File: src/rtl/bdci_pkg.sv
// Shared types and constants of the block data corruption injector.
// No dependencies; all files of the block but bdci_checker use this package.
`default_nettype none

package bdci_pkg;

  localparam int unsigned PosW  = 64;
  localparam int unsigned LenW  = 32;
  localparam int unsigned ByteW = 8;
  localparam int unsigned SeedW = 48;
  localparam int unsigned DrawW = 31;
  localparam int unsigned CfgW  = 64;
  localparam int unsigned InW   = PosW + LenW + ByteW;

  localparam logic [31:0]      PAT_KEY       = 32'hDEADBEEF;
  localparam logic [SeedW-1:0] SEED_RESET    = 48'd20017429951246;
  localparam logic [34:0]      LCG_MUL       = 35'h5DEECE66D;
  localparam logic [SeedW-1:0] LCG_INC       = 48'hB;
  // candidates at or above 0xFFFFFF00 are redrawn
  localparam logic [23:0]      REJECT_PREFIX = 24'hFFFFFF;

  typedef enum logic [1:0] {
    MODE_ZERO    = 2'd0,
    MODE_PERSIST = 2'd1,
    MODE_RANDOM  = 2'd2,
    MODE_PASS    = 2'd3
  } bdci_mode_e;

  typedef enum logic [1:0] {
    REG_RANGE_START = 2'd0,
    REG_RANGE_END   = 2'd1,
    REG_MODE        = 2'd2,
    REG_SEED        = 2'd3
  } bdci_reg_e;

  typedef enum logic [2:0] {
    ST_IDLE,
    ST_OPEN,
    ST_EVAL,
    ST_DRAW,
    ST_EMIT
  } bdci_state_e;

  typedef enum logic [2:0] {
    RS_IDLE,
    RS_OFF,
    RS_END,
    RS_SIZE,
    RS_FIT
  } bdci_rstep_e;

  // affected part of the current request
  typedef struct packed {
    logic [LenW-1:0] offset;
    logic [LenW-1:0] length;
    logic [31:0]     base;
    logic            pat_en;
  } bdci_region_t;

endpackage

`default_nettype wire

File: src/rtl/bdci_region.sv
// Region sequencer: works out which bytes of a request fall in the disk range.
// One shared 64-bit subtractor over three steps, then a 32-bit fit step; uses bdci_pkg.
`default_nettype none

module bdci_region (
  input  wire logic                        clk_i,
  input  wire logic                        rst_ni,
  input  wire logic                        start_i,
  input  wire logic [bdci_pkg::PosW-1:0]   pos_i,
  input  wire logic [bdci_pkg::LenW-1:0]   len_i,
  input  wire logic [bdci_pkg::PosW-1:0]   range_start_i,
  input  wire logic [bdci_pkg::PosW-1:0]   range_end_i,
  input  wire bdci_pkg::bdci_mode_e        mode_i,
  output logic                             done_o,
  output bdci_pkg::bdci_region_t           region_o
);

  bdci_pkg::bdci_rstep_e step_q, step_d;

  logic [bdci_pkg::PosW-1:0] pos_q;
  logic [bdci_pkg::LenW-1:0] len_q;
  logic [31:0]               sp_lo_q;
  logic                      pos_gt_q;
  logic                      off_big_q;
  logic                      eof_q;
  logic                      past_end_q;
  logic                      e_small_q;
  logic [31:0]               e_lo_q;
  logic [31:0]               base_q;
  logic [bdci_pkg::LenW-1:0] sz_q;
  bdci_pkg::bdci_region_t    region_q;

  logic [bdci_pkg::PosW-1:0] sub_a;
  logic [bdci_pkg::PosW-1:0] sub_b;
  logic [bdci_pkg::PosW:0]   diff;
  logic [31:0]               off_lo;
  logic                      none;
  logic [bdci_pkg::LenW-1:0] rlen;

  // start minus position, then end minus position, then start minus end
  always_comb begin
    case (step_q)
      bdci_pkg::RS_END: begin
        sub_a = range_end_i;
        sub_b = pos_q;
      end
      bdci_pkg::RS_SIZE: begin
        sub_a = range_start_i;
        sub_b = range_end_i;
      end
      default: begin
        sub_a = range_start_i;
        sub_b = pos_q;
      end
    endcase
  end

  assign diff = {1'b0, sub_a} - {1'b0, sub_b};

  assign off_lo = pos_gt_q ? 32'd0 : sp_lo_q;
  assign none   = (!eof_q && past_end_q) || (!pos_gt_q && off_big_q) || (sz_q <= off_lo);
  assign rlen   = sz_q - off_lo;

  always_comb begin
    step_d = step_q;
    case (step_q)
      bdci_pkg::RS_IDLE: if (start_i) step_d = bdci_pkg::RS_OFF;
      bdci_pkg::RS_OFF:  step_d = bdci_pkg::RS_END;
      bdci_pkg::RS_END:  step_d = bdci_pkg::RS_SIZE;
      bdci_pkg::RS_SIZE: step_d = bdci_pkg::RS_FIT;
      bdci_pkg::RS_FIT:  step_d = bdci_pkg::RS_IDLE;
      default:           step_d = bdci_pkg::RS_IDLE;
    endcase
  end

  always_comb begin
    done_o = (step_q == bdci_pkg::RS_FIT);
  end

  assign region_o = region_q;

  always_ff @(posedge clk_i or negedge rst_ni) begin
    if (!rst_ni) begin
      step_q   <= bdci_pkg::RS_IDLE;
      region_q <= '0;
    end else begin
      step_q <= step_d;
      if (step_q == bdci_pkg::RS_FIT) begin
        region_q.offset <= off_lo;
        region_q.length <= none ? '0 : rlen;
        region_q.base   <= base_q;
        region_q.pat_en <= !none && (mode_i == bdci_pkg::MODE_PERSIST) &&
                           (pos_q[1:0] == 2'b00) && (rlen[1:0] == 2'b00);
      end
    end
  end

  always_ff @(posedge clk_i) begin
    case (step_q)
      bdci_pkg::RS_IDLE: begin
        if (start_i) begin
          pos_q <= pos_i;
          len_q <= len_i;
        end
      end
      bdci_pkg::RS_OFF: begin
        // borrow here means the request starts past range_start
        pos_gt_q  <= diff[bdci_pkg::PosW];
        sp_lo_q   <= diff[31:0];
        off_big_q <= |diff[bdci_pkg::PosW-1:32];
      end
      bdci_pkg::RS_END: begin
        past_end_q <= diff[bdci_pkg::PosW] || (diff[bdci_pkg::PosW-1:0] == '0);
        e_small_q  <= !diff[bdci_pkg::PosW] && (diff[bdci_pkg::PosW-1:32] == '0);
        e_lo_q     <= diff[31:0];
        base_q     <= pos_gt_q ? (~sp_lo_q + 32'd1) : 32'd0;
      end
      bdci_pkg::RS_SIZE: begin
        // no borrow means start at or past end: range runs to the end of the disk
        eof_q <= !diff[bdci_pkg::PosW];
        // clip the request at a finite range end
        sz_q  <= (!diff[bdci_pkg::PosW] || !e_small_q || (len_q <= e_lo_q)) ? len_q : e_lo_q;
      end
      default: ;
    endcase
  end

endmodule

`default_nettype wire

File: src/rtl/bdci_lcg.sv
// 48-bit linear congruential generator built on one shared 24x35 multiplier.
// A draw takes an even and an odd phase, a 32-bit candidate two draws; uses bdci_pkg.
`default_nettype none

module bdci_lcg (
  input  wire logic                       clk_i,
  input  wire logic                       rst_ni,
  input  wire logic                       start_i,
  input  wire logic                       seed_we_i,
  input  wire logic [bdci_pkg::SeedW-1:0] seed_i,
  output logic                            done_o,
  output logic [31:0]                     cand_o
);

  logic [bdci_pkg::SeedW-1:0] x_q;
  logic [bdci_pkg::SeedW-1:0] lo_q;
  logic [bdci_pkg::DrawW-1:0] d1_q;
  logic [1:0]                 phase_q;
  logic                       busy_q;

  logic [23:0]                mul_a;
  logic [34:0]                mul_b;
  logic [58:0]                prod;
  logic [bdci_pkg::SeedW-1:0] x_next;

  // even phase: low half times full multiplier; odd phase: high half times low 24 bits
  assign mul_a  = phase_q[0] ? x_q[47:24] : x_q[23:0];
  assign mul_b  = phase_q[0] ? {11'd0, bdci_pkg::LCG_MUL[23:0]} : bdci_pkg::LCG_MUL;
  assign prod   = {35'd0, mul_a} * {24'd0, mul_b};
  assign x_next = lo_q + {prod[23:0], 24'd0} + bdci_pkg::LCG_INC;

  assign done_o = busy_q && (phase_q == 2'd3);
  assign cand_o = {1'b0, d1_q} ^ {x_next[47:17], 1'b0};

  always_ff @(posedge clk_i or negedge rst_ni) begin
    if (!rst_ni) begin
      x_q     <= bdci_pkg::SEED_RESET;
      phase_q <= 2'd0;
      busy_q  <= 1'b0;
    end else if (seed_we_i) begin
      x_q <= seed_i;
    end else if (busy_q) begin
      phase_q <= phase_q + 2'd1;
      if (phase_q[0]) x_q <= x_next;
      // a restart at the final phase chains straight into the next candidate
      if (phase_q == 2'd3) busy_q <= start_i;
    end else if (start_i) begin
      busy_q  <= 1'b1;
      phase_q <= 2'd0;
    end
  end

  always_ff @(posedge clk_i) begin
    if (busy_q) begin
      if (!phase_q[0]) lo_q <= prod[47:0];
      if (phase_q == 2'd1) d1_q <= x_next[47:17];
    end
  end

endmodule

`default_nettype wire

File: src/rtl/block_data_corruption_injector_core.sv
// Top level of the block data corruption injector; instantiates bdci_region and
// bdci_lcg and uses bdci_pkg.
`default_nettype none

// One request byte enters per s_axis transfer and leaves as one m_axis transfer. A byte
// passes the accept, range check and emit states; a request's first byte also waits on
// the region sequencer (a 64-bit subtract per step, then a 32-bit fit). In random mode a
// hit byte waits for a candidate from the shared generator multiplier, and again for each
// rejected one (a 1 in 2^24 event). The output register lets a finished byte wait while
// the next one is taken in. Configuration must be written only while no byte is in
// flight; the block does not enforce it. A seed write reloads the generator at once.
module block_data_corruption_injector_core (
  input  wire logic                        clk_i,
  input  wire logic                        rst_ni,
  input  wire logic                        s_axis_tvalid,
  output logic                             s_axis_tready,
  // request_position [63:0], request_length [95:64], data_in [103:96]
  input  wire logic [bdci_pkg::InW-1:0]    s_axis_tdata,
  input  wire logic                        s_axis_tlast,
  output logic                             m_axis_tvalid,
  input  wire logic                        m_axis_tready,
  // data_out [7:0]
  output logic [bdci_pkg::ByteW-1:0]       m_axis_tdata,
  output logic                             m_axis_tlast,
  input  wire logic                        cfg_we_i,
  input  wire logic [1:0]                  cfg_index_i,
  input  wire logic [bdci_pkg::CfgW-1:0]   cfg_data_i
);

  bdci_pkg::bdci_state_e state_q, state_d;

  logic [bdci_pkg::PosW-1:0]  range_start_q;
  logic [bdci_pkg::PosW-1:0]  range_end_q;
  bdci_pkg::bdci_mode_e       mode_q;
  logic [bdci_pkg::LenW-1:0]  idx_q;
  logic [bdci_pkg::ByteW-1:0] data_q;
  logic                       last_q;
  logic [bdci_pkg::LenW-1:0]  k_q;
  logic                       hit_q;
  logic [bdci_pkg::ByteW-1:0] rbyte_q;
  logic                       m_valid_q;
  logic [bdci_pkg::ByteW-1:0] m_data_q;
  logic                       m_last_q;

  logic                       in_fire;
  logic                       region_start;
  logic                       region_done;
  bdci_pkg::bdci_region_t     region;
  logic                       lcg_start;
  logic                       lcg_done;
  logic [31:0]                cand;
  logic                       reject;
  logic                       seed_we;
  logic [bdci_pkg::LenW:0]    kdiff;
  logic                       hit_d;
  logic                       out_free;
  logic                       emit;
  logic [31:0]                pat_word;
  logic [bdci_pkg::ByteW-1:0] pat_byte;
  logic [bdci_pkg::ByteW-1:0] res;

  assign in_fire      = s_axis_tvalid && s_axis_tready;
  assign region_start = in_fire && (idx_q == '0);
  assign seed_we      = cfg_we_i && (bdci_pkg::bdci_reg_e'(cfg_index_i) == bdci_pkg::REG_SEED);
  assign reject       = (cand[31:8] == bdci_pkg::REJECT_PREFIX);
  assign out_free     = !m_valid_q || m_axis_tready;

  bdci_region u_region (
    .clk_i         (clk_i),
    .rst_ni        (rst_ni),
    .start_i       (region_start),
    .pos_i         (s_axis_tdata[63:0]),
    .len_i         (s_axis_tdata[95:64]),
    .range_start_i (range_start_q),
    .range_end_i   (range_end_q),
    .mode_i        (mode_q),
    .done_o        (region_done),
    .region_o      (region)
  );

  bdci_lcg u_lcg (
    .clk_i     (clk_i),
    .rst_ni    (rst_ni),
    .start_i   (lcg_start),
    .seed_we_i (seed_we),
    .seed_i    (cfg_data_i[bdci_pkg::SeedW-1:0]),
    .done_o    (lcg_done),
    .cand_o    (cand)
  );

  // position of this byte inside the affected region
  assign kdiff = {1'b0, idx_q} - {1'b0, region.offset};
  assign hit_d = (region.length != '0) && !kdiff[bdci_pkg::LenW] &&
                 (kdiff[bdci_pkg::LenW-1:0] < region.length);

  assign pat_word = (region.base + {k_q[31:2], 2'b00}) ^ bdci_pkg::PAT_KEY;

  always_comb begin
    case (k_q[1:0])
      2'd0:    pat_byte = pat_word[7:0];
      2'd1:    pat_byte = pat_word[15:8];
      2'd2:    pat_byte = pat_word[23:16];
      default: pat_byte = pat_word[31:24];
    endcase
  end

  always_comb begin
    res = data_q;
    if (hit_q) begin
      case (mode_q)
        bdci_pkg::MODE_ZERO:    res = '0;
        bdci_pkg::MODE_PERSIST: if (region.pat_en) res = pat_byte;
        bdci_pkg::MODE_RANDOM:  res = rbyte_q;
        default:                res = data_q;
      endcase
    end
  end

  // next state
  always_comb begin
    state_d = state_q;
    case (state_q)
      bdci_pkg::ST_IDLE: begin
        if (in_fire) state_d = (idx_q == '0) ? bdci_pkg::ST_OPEN : bdci_pkg::ST_EVAL;
      end
      bdci_pkg::ST_OPEN: if (region_done) state_d = bdci_pkg::ST_EVAL;
      bdci_pkg::ST_EVAL: begin
        state_d = (hit_d && (mode_q == bdci_pkg::MODE_RANDOM)) ?
                  bdci_pkg::ST_DRAW : bdci_pkg::ST_EMIT;
      end
      bdci_pkg::ST_DRAW: if (lcg_done && !reject) state_d = bdci_pkg::ST_EMIT;
      bdci_pkg::ST_EMIT: if (out_free) state_d = bdci_pkg::ST_IDLE;
      default:           state_d = bdci_pkg::ST_IDLE;
    endcase
  end

  // outputs of the sequencer
  always_comb begin
    s_axis_tready = 1'b0;
    lcg_start     = 1'b0;
    emit          = 1'b0;
    case (state_q)
      bdci_pkg::ST_IDLE: s_axis_tready = 1'b1;
      bdci_pkg::ST_EVAL: lcg_start = hit_d && (mode_q == bdci_pkg::MODE_RANDOM);
      bdci_pkg::ST_DRAW: lcg_start = lcg_done && reject;
      bdci_pkg::ST_EMIT: emit = out_free;
      default: ;
    endcase
  end

  always_ff @(posedge clk_i or negedge rst_ni) begin
    if (!rst_ni) begin
      state_q       <= bdci_pkg::ST_IDLE;
      range_start_q <= '0;
      range_end_q   <= '0;
      mode_q        <= bdci_pkg::MODE_PASS;
      idx_q         <= '0;
      m_valid_q     <= 1'b0;
    end else begin
      state_q <= state_d;
      if (cfg_we_i) begin
        case (bdci_pkg::bdci_reg_e'(cfg_index_i))
          bdci_pkg::REG_RANGE_START: range_start_q <= cfg_data_i;
          bdci_pkg::REG_RANGE_END:   range_end_q   <= cfg_data_i;
          bdci_pkg::REG_MODE:        mode_q <= bdci_pkg::bdci_mode_e'(cfg_data_i[1:0]);
          default: ;
        endcase
      end
      if (emit) begin
        idx_q     <= last_q ? '0 : idx_q + 32'd1;
        m_valid_q <= 1'b1;
      end else if (m_axis_tready) begin
        m_valid_q <= 1'b0;
      end
    end
  end

  always_ff @(posedge clk_i) begin
    if (in_fire) begin
      data_q <= s_axis_tdata[103:96];
      last_q <= s_axis_tlast;
    end
    if (state_q == bdci_pkg::ST_EVAL) begin
      k_q   <= kdiff[bdci_pkg::LenW-1:0];
      hit_q <= hit_d;
    end
    if (lcg_done) rbyte_q <= cand[7:0];
    if (emit) begin
      m_data_q <= res;
      m_last_q <= last_q;
    end
  end

  assign m_axis_tvalid = m_valid_q;
  assign m_axis_tdata  = m_data_q;
  assign m_axis_tlast  = m_last_q;

endmodule

`default_nettype wire

File: config.mk
export PLATFORM = sky130hd
export DESIGN_NAME = block_data_corruption_injector_core
export DESIGN_NICKNAME = d
export VERILOG_FILES = /design/src/rtl/bdci_pkg.sv /design/src/rtl/bdci_region.sv /design/src/rtl/bdci_lcg.sv /design/src/rtl/block_data_corruption_injector_core.sv
export SDC_FILE = /design/constraint.sdc
export NUM_CORES = 2
export LEC_CHECK = 0
export ABC_CLOCK_PERIOD_IN_PS = 19100
export BUFFER_PORTS_ARGS = -buffer_cell sky130_fd_sc_hd__clkbuf_2
export CORE_MARGIN = 2
export CORE_UTILIZATION = 45
export DETAILED_ROUTE_END_ITERATION = 8
export PLACE_DENSITY = 0.6
export SLEW_MARGIN = 20
export SYNTH_ARGS = -nofsm -noshare
export SYNTH_HDL_FRONTEND = slang
export SYNTH_HIERARCHICAL = 1
export SYNTH_SLANG_ARGS = --single-unit
File: constraint.sdc
create_clock -name clk_i -period 19.1 [get_ports clk_i]
set_clock_uncertainty 0.05 [all_clocks]
set_input_delay 3.82 -clock clk_i [delete_from_list [all_inputs] [get_ports clk_i]]
set_output_delay 3.82 -clock clk_i [all_outputs]
set_load 0.01 [all_outputs]
-- Word-level counts from Yosys, hierarchy flattened
Index checks and enable logic that the tools add are counted.
W data, S select, Z words.
- register bits after elaboration: 684
- input bits: 176
- output and inout port bits: 11
- logic and storage cells: 163
- $add $sub $neg: 9
- multiply operators: 1
- magnitude comparators: 3
- eq/ne operators: 23
- mux-type cells: 34
- bitwise logic cells: 5
- reduce and logical (&&, ||, !) cells: 54
- operator list (kind ; number):
    $mux W48 ; 3
    $mux W32 ; 4
    $mux W64 ; 2
    $sub A64 B64 Y65 ; 1
    $add A32 B1 Y32 const B ; 2
    $le A32 B32 Y1 ; 2
    $logic_not A32 Y1 ; 2
    $logic_not A64 Y1 ; 1
    $add A48 B4 Y48 const B ; 1
    $add A48 B48 Y48 ; 1
    $mul A24 B35 Y48 ; 1
    $pmux W8 S3 ; 2
    $mux W35 ; 1
    $sub A32 B32 Y33 ; 1
    $add A32 B32 Y32 ; 1
    $lt A32 B32 Y1 ; 1
    $not A32 Y32 ; 1
    $reduce_bool A32 Y1 ; 1
    $reduce_or A32 Y1 ; 1
    $sub A32 B32 Y32 ; 1
    $xor A31 B32 Y32 ; 1
    $eq A24 B24 Y1 const B ; 1
    $mux W24 ; 1
    $not A24 Y24 ; 1
    23 further kinds ; 95

-- Depth between registers and ports, before layout
- depth in word-level cells: 10
- gate-level depth with buffers: 44
- gate-level depth less buffers: 42

-- By module
The synthesis kept the hierarchy.
- modules (own cells, without submodules) (module ; instances ; cells an instance ; area an instance (um^2) ; sequential area each (um^2)):
    bdci_lcg ; 1 ; 2083 ; 21092.7 ; 3676.0
    bdci_region ; 1 ; 1957 ; 19950.4 ; 9379.0
    block_data_corruption_injector_core ; 1 ; 1216 ; 13015.0 ; 5928.2

-- Least setup slack after synthesis
No wires, ideal clock.
- path kind: input port to flip-flop
- from: in s_axis_tvalid
- to: reg u_region.step_q[0]
- library setup time: 127 ps
- data arrival time: 15039 ps
- required time: 18923 ps
- slack: 3884 ps
- stages on the path: 4
- buffers on the path: 0
- cells stage by stage: and2_1 and2_1 nor4b_1 or2_2
- longest elaborated chain between the ends: 3
- RTL lines (item ; RTL line ; RTL):
    start, declared ; block_data_corruption_injector_core.sv:15 ; input wire logic s_axis_tvalid,
    $logic_and A1 B1 Y1 ; block_data_corruption_injector_core.sv:62 ; assign in_fire = s_axis_tvalid && s_axis_tready;
    $logic_and A1 B1 Y1 ; block_data_corruption_injector_core.sv:63 ; assign region_start = in_fire && (idx_q == '0);
    via region_start ; block_data_corruption_injector_core.sv:46 ; logic region_start;
    $ne A2 B2 Y1 (no source line) ; n/a ;
    end signal, assigned ; bdci_region.sv:84 ; step_q <= bdci_pkg::RS_IDLE;
    end signal, assigned ; bdci_region.sv:87 ; step_q <= step_d;
    end, declared ; bdci_region.sv:18 ; bdci_pkg::bdci_rstep_e step_q, step_d;
The timed path passes the listed nets, and every way through them passes these cells.
A chain may end at the register's enable or synchronous reset.

-- Worst setup path in the final report
- from: reg u_lcg.phase_q[0]
- to: reg u_lcg.phase_q[0]
- longest elaborated chain between the ends: 10
- elaborated cells between the ends (all ways): 14
- those cells by class: add/sub: 3; mul: 1; eq/ne: 2; mux: 3; bitwise: 1; reduce/logical: 4
- RTL lines (item ; RTL line ; RTL):
    start, declared ; bdci_lcg.sv:18 ; logic [1:0] phase_q;
    start signal, assigned ; bdci_lcg.sv:43 ; phase_q <= phase_q + 2'd1;
    $mux W24 ; bdci_lcg.sv:27 ; assign mul_a = phase_q[0] ? x_q[47:24] : x_q[23:0];
    via u_lcg.mul_a[1] ; bdci_lcg.sv:21 ; logic [23:0] mul_a;
    $mul A24 B35 Y48 ; bdci_lcg.sv:29 ; assign prod = {35'd0, mul_a} * {24'd0, mul_b};
    via u_lcg.prod[16] ; bdci_lcg.sv:23 ; logic [58:0] prod;
    $add A48 B48 Y48 ; bdci_lcg.sv:30 ; assign x_next = lo_q + {prod[23:0], 24'd0} + bdci_pkg::LCG_INC;
    $add A48 B4 Y48 ; bdci_lcg.sv:30 ;
    via u_lcg.x_next, one bit ; bdci_lcg.sv:24 ; logic [bdci_pkg::SeedW-1:0] x_next;
    $xor A31 B32 Y32 ; bdci_lcg.sv:33 ; assign cand_o = {1'b0, d1_q} ^ {x_next[47:17], 1'b0};
    via cand[29] ; block_data_corruption_injector_core.sv:51 ; logic [31:0] cand;
    $eq A24 B24 Y1 ; block_data_corruption_injector_core.sv:65 ; assign reject = (cand[31:8] == bdci_pkg::REJECT_PREFIX);
    $logic_and A1 B1 Y1 ; block_data_corruption_injector_core.sv:145 ; bdci_pkg::ST_DRAW: lcg_start = lcg_done && reject;
    $pmux W1 S2 ; block_data_corruption_injector_core.sv:142 ; case (state_q)
    via lcg_start ; block_data_corruption_injector_core.sv:49 ; logic lcg_start;
    $reduce_bool A2 Y1 (no source line) ; n/a ;
    $reduce_and A2 Y1 (no source line) ; n/a ;
The timed path passes the listed nets, and every way through them passes these cells.

==> qor.yml <==
status: "finished, final reports clean"
final_common_cell: "inv_1"
cts.sinks: 684
grt_max_degree: 76
synthFlopType: "edfxtp_1"
vias: 40100
ys_types: 94
clk_latency_ns: 0.69
syn_area_sq_um: 54100
async_flop_share: 0.463
min_period_over_period: 0.554
synth_compound_area_frac: 0.118
synth_xor_area_frac: 0.0482
io_buffers: 186
synthSimpleGateAreaFrac: 0.111
startpoint_type: "flop"
setup_viol: 0
avgSynthCellArea_sq_um: 10.3
worstPathRequired_ns: 19.59
hpwl_microns: 142000
worst_slew_pin_slew_ns: 1.18
mostFrequentLayoutCells: "709 x inv_1, 482 x ha_1, 460 x nand2_1, 367 x fa_1, 367 x edfxtp_1"
hold_violations: 0
grt_setup_unrepaired: "no"
grt-busiest-layer: "met2"
ys_seq_area_frac: 0.351
synth_cells: 5256
first_global_vias: 39600
ios: 187
dieArea_sq_um: 123000
cts_made_buffers: 76
drtIter0Drc: 3364
synthAdderAreaFrac: 0.247
critPathMaxFanout: 28
ctsResizeCount: 0
drv_cap: 0
overflow: 0
setup_ws_ns: 8.52
worstPathArrival_ns: 11.07
synth_edf_count: 367
clockBufferDepth: 3
met3_usage: 0.0521
ys_warn_count: 6
fin_crit_ns: 10.58
setup_tns_ns: 0
die_h_microns: 351
max_clock_freq_mhz: 94.5
die_width_microns: 351
fp-row-count: 127
cts_tree: "yes"
htree_levels: 3
grt_pass1_wl_microns: 254000
wl_microns: 172000
cts_root_buf: "clkbuf_16"
route.detailed.drc: 0
cts_setup_buffers: 0
drive_above_1_share: 0.118
max_stage_delay_ns: 0.69
maxSlewViolCount: 0
synth.mux.area_fraction: 0.0649
antenna_found_initial: 8
grt.total_usage: 0.280
core-area_sq_um: 119000
gp_congestion: 0.970
clk_pin_slew_ns: 0.06
cpMaxStageDelayCell: "dfrtp_2"
start_util: 0.452
cpMostUsedCell: "fa_1"
layout.nets: 6450
first_pass_iters: 5
drtAntennaViolNets: 0
syn_nets: 6281
path_class: "reg -> reg"
cp_num_buf_inv: 3
syn_to_final_growth_pct: 9.76
gr-usage-met2: 0.448
crit_path_end_kind: "flop"
slew_headroom: 0.209
grt_util_met1: 0.383
via_per_inst: 5.65
ys_ff_latch: 684
crit_family: "adder cells"
cts-hold-fix-buffers: 0
dpl_worst_slack_ns: 8.68
min_path_type: "reg -> reg"
routedWlPerCell_microns: 24.2
synth_top_family_by_area: "adder cells"
==> stage by stage <==
step	utilization	hold slack [ns]	std cells	area, sq um
6_report	0.497	0.371	7101	59300
5_1_grt	0.497	0.374	7100	59300
2_1_floorplan	-	0.365	5256	54100
3_5_place_dp	0.476	0.358	6959	56800
4_1_cts	0.496	0.372	7100	59300
3_3_place_gp	0.476	0.360	6959	56800
==> worst paths after layout <==
kind,start,endpoint,slack (ns),depth (start not counted)
worst max-delay path,u_lcg/phase_q[0],u_lcg/phase_q[0],8.52,36
worst min-delay path,u_lcg/d1_q[0],rbyte_q[0],0.37,0
worst max register to register,u_lcg/phase_q[0],u_lcg/phase_q[0],8.52,36
worst min register to register,u_lcg/d1_q[0],rbyte_q[0],0.37,0
max in group asynchronous,rst_ni,u_lcg/phase_q[0],12.93,4
min in group asynchronous,rst_ni,u_region/region_o[8],3.07,1
==> routing by layer <==
layer | vias up | routed length, microns
met5 | - | 0
met4 | 0 | 5680
met3 | 221 | 11900
met2 | 1290 | 80000
met1 | 20100 | 74200
li1 | 18600 | -
==> cell families after synthesis <==
family	count (synthesis)
buffers and inverters	843
muxes	322
and+or+nand+nor	1252
xor gates and xnor gates	296
adders and majority gates	849
AOI/OAI and AO/OA	1010
DFF	684
==> sequential cells by signal (all words and copies together), names as in the netlist, 2 cells and up <==
name               flops
u_region/e_lo_q       32
u_region/sz_q         32
idx_q                 32
u_region/base_q       32
u_lcg/phase_q          2
m_axis_tdata           8
u_lcg/x_q             48
data_q                 8
range_end_q           64
u_lcg/lo_q            48
u_region/region_o     97
range_start_q         64
u_region/sp_lo_q      32
mode_q                 2
u_region/pos_q        64
u_region/step_q        3
u_lcg/d1_q            31
rbyte_q                8
state_q                3
k_q                   32
u_region/len_q        32
==> worst reg2reg max path, delay by kind of cell (launching register included) <==
kind	cells	cell delay, ns
AOI/OAI and AO/OA	12	2.69
xor gates and xnor gates	3	0.68
and+or+nand+nor	9	1.86
adders and majority gates	9	3.83
DFF	1	0.69
buffers and inverters	3	0.65
==> cell type report <==
type | instances | area, sq um
repair buffers | 223 | 1220
well taps | 1612 | 2020
diodes | 1 | 2.50
fillers | 11200 | 60200
inverters | 711 | 2670
clock buffers | 106 | 2160
multi-input cells | 3729 | 32000
flip-flops and latches | 684 | 19000
clock inverters | 35 | 314
==> synth_stat cells (24+ instances only) <==
master / n / area share
nor3_1: 77 / 0.0071
inv_1: 709 / 0.049
a21oi_1: 298 / 0.028
nand3_1: 67 / 0.0062
o21a_1: 46 / 0.0064
edfxtp_1: 367 / 0.20
nor2b_1: 47 / 0.0054
o211ai_1: 26 / 0.0036
o21bai_1: 33 / 0.0046
or3_1: 25 / 0.0029
nand2b_1: 37 / 0.0043
o21ai_0: 242 / 0.022
nand4_1: 81 / 0.0094
mux2_2: 226 / 0.047
fa_1: 367 / 0.14
xor2_1: 146 / 0.024
o31ai_1: 27 / 0.0037
ha_1: 482 / 0.11
dfrtp_1: 293 / 0.14
a211oi_1: 29 / 0.0040
clkbuf_1: 117 / 0.0081
nand2_1: 461 / 0.032
a21o_1: 127 / 0.018
nor4_1: 35 / 0.0041
mux2i_1: 96 / 0.018
nor2_1: 263 / 0.018
dfstp_2: 24 / 0.012
and3_1: 40 / 0.0046
xnor2_1: 149 / 0.024
Power is not shown: default switching activity piles up to over one toggle a cycle in this logic, so the estimate is an artifact.
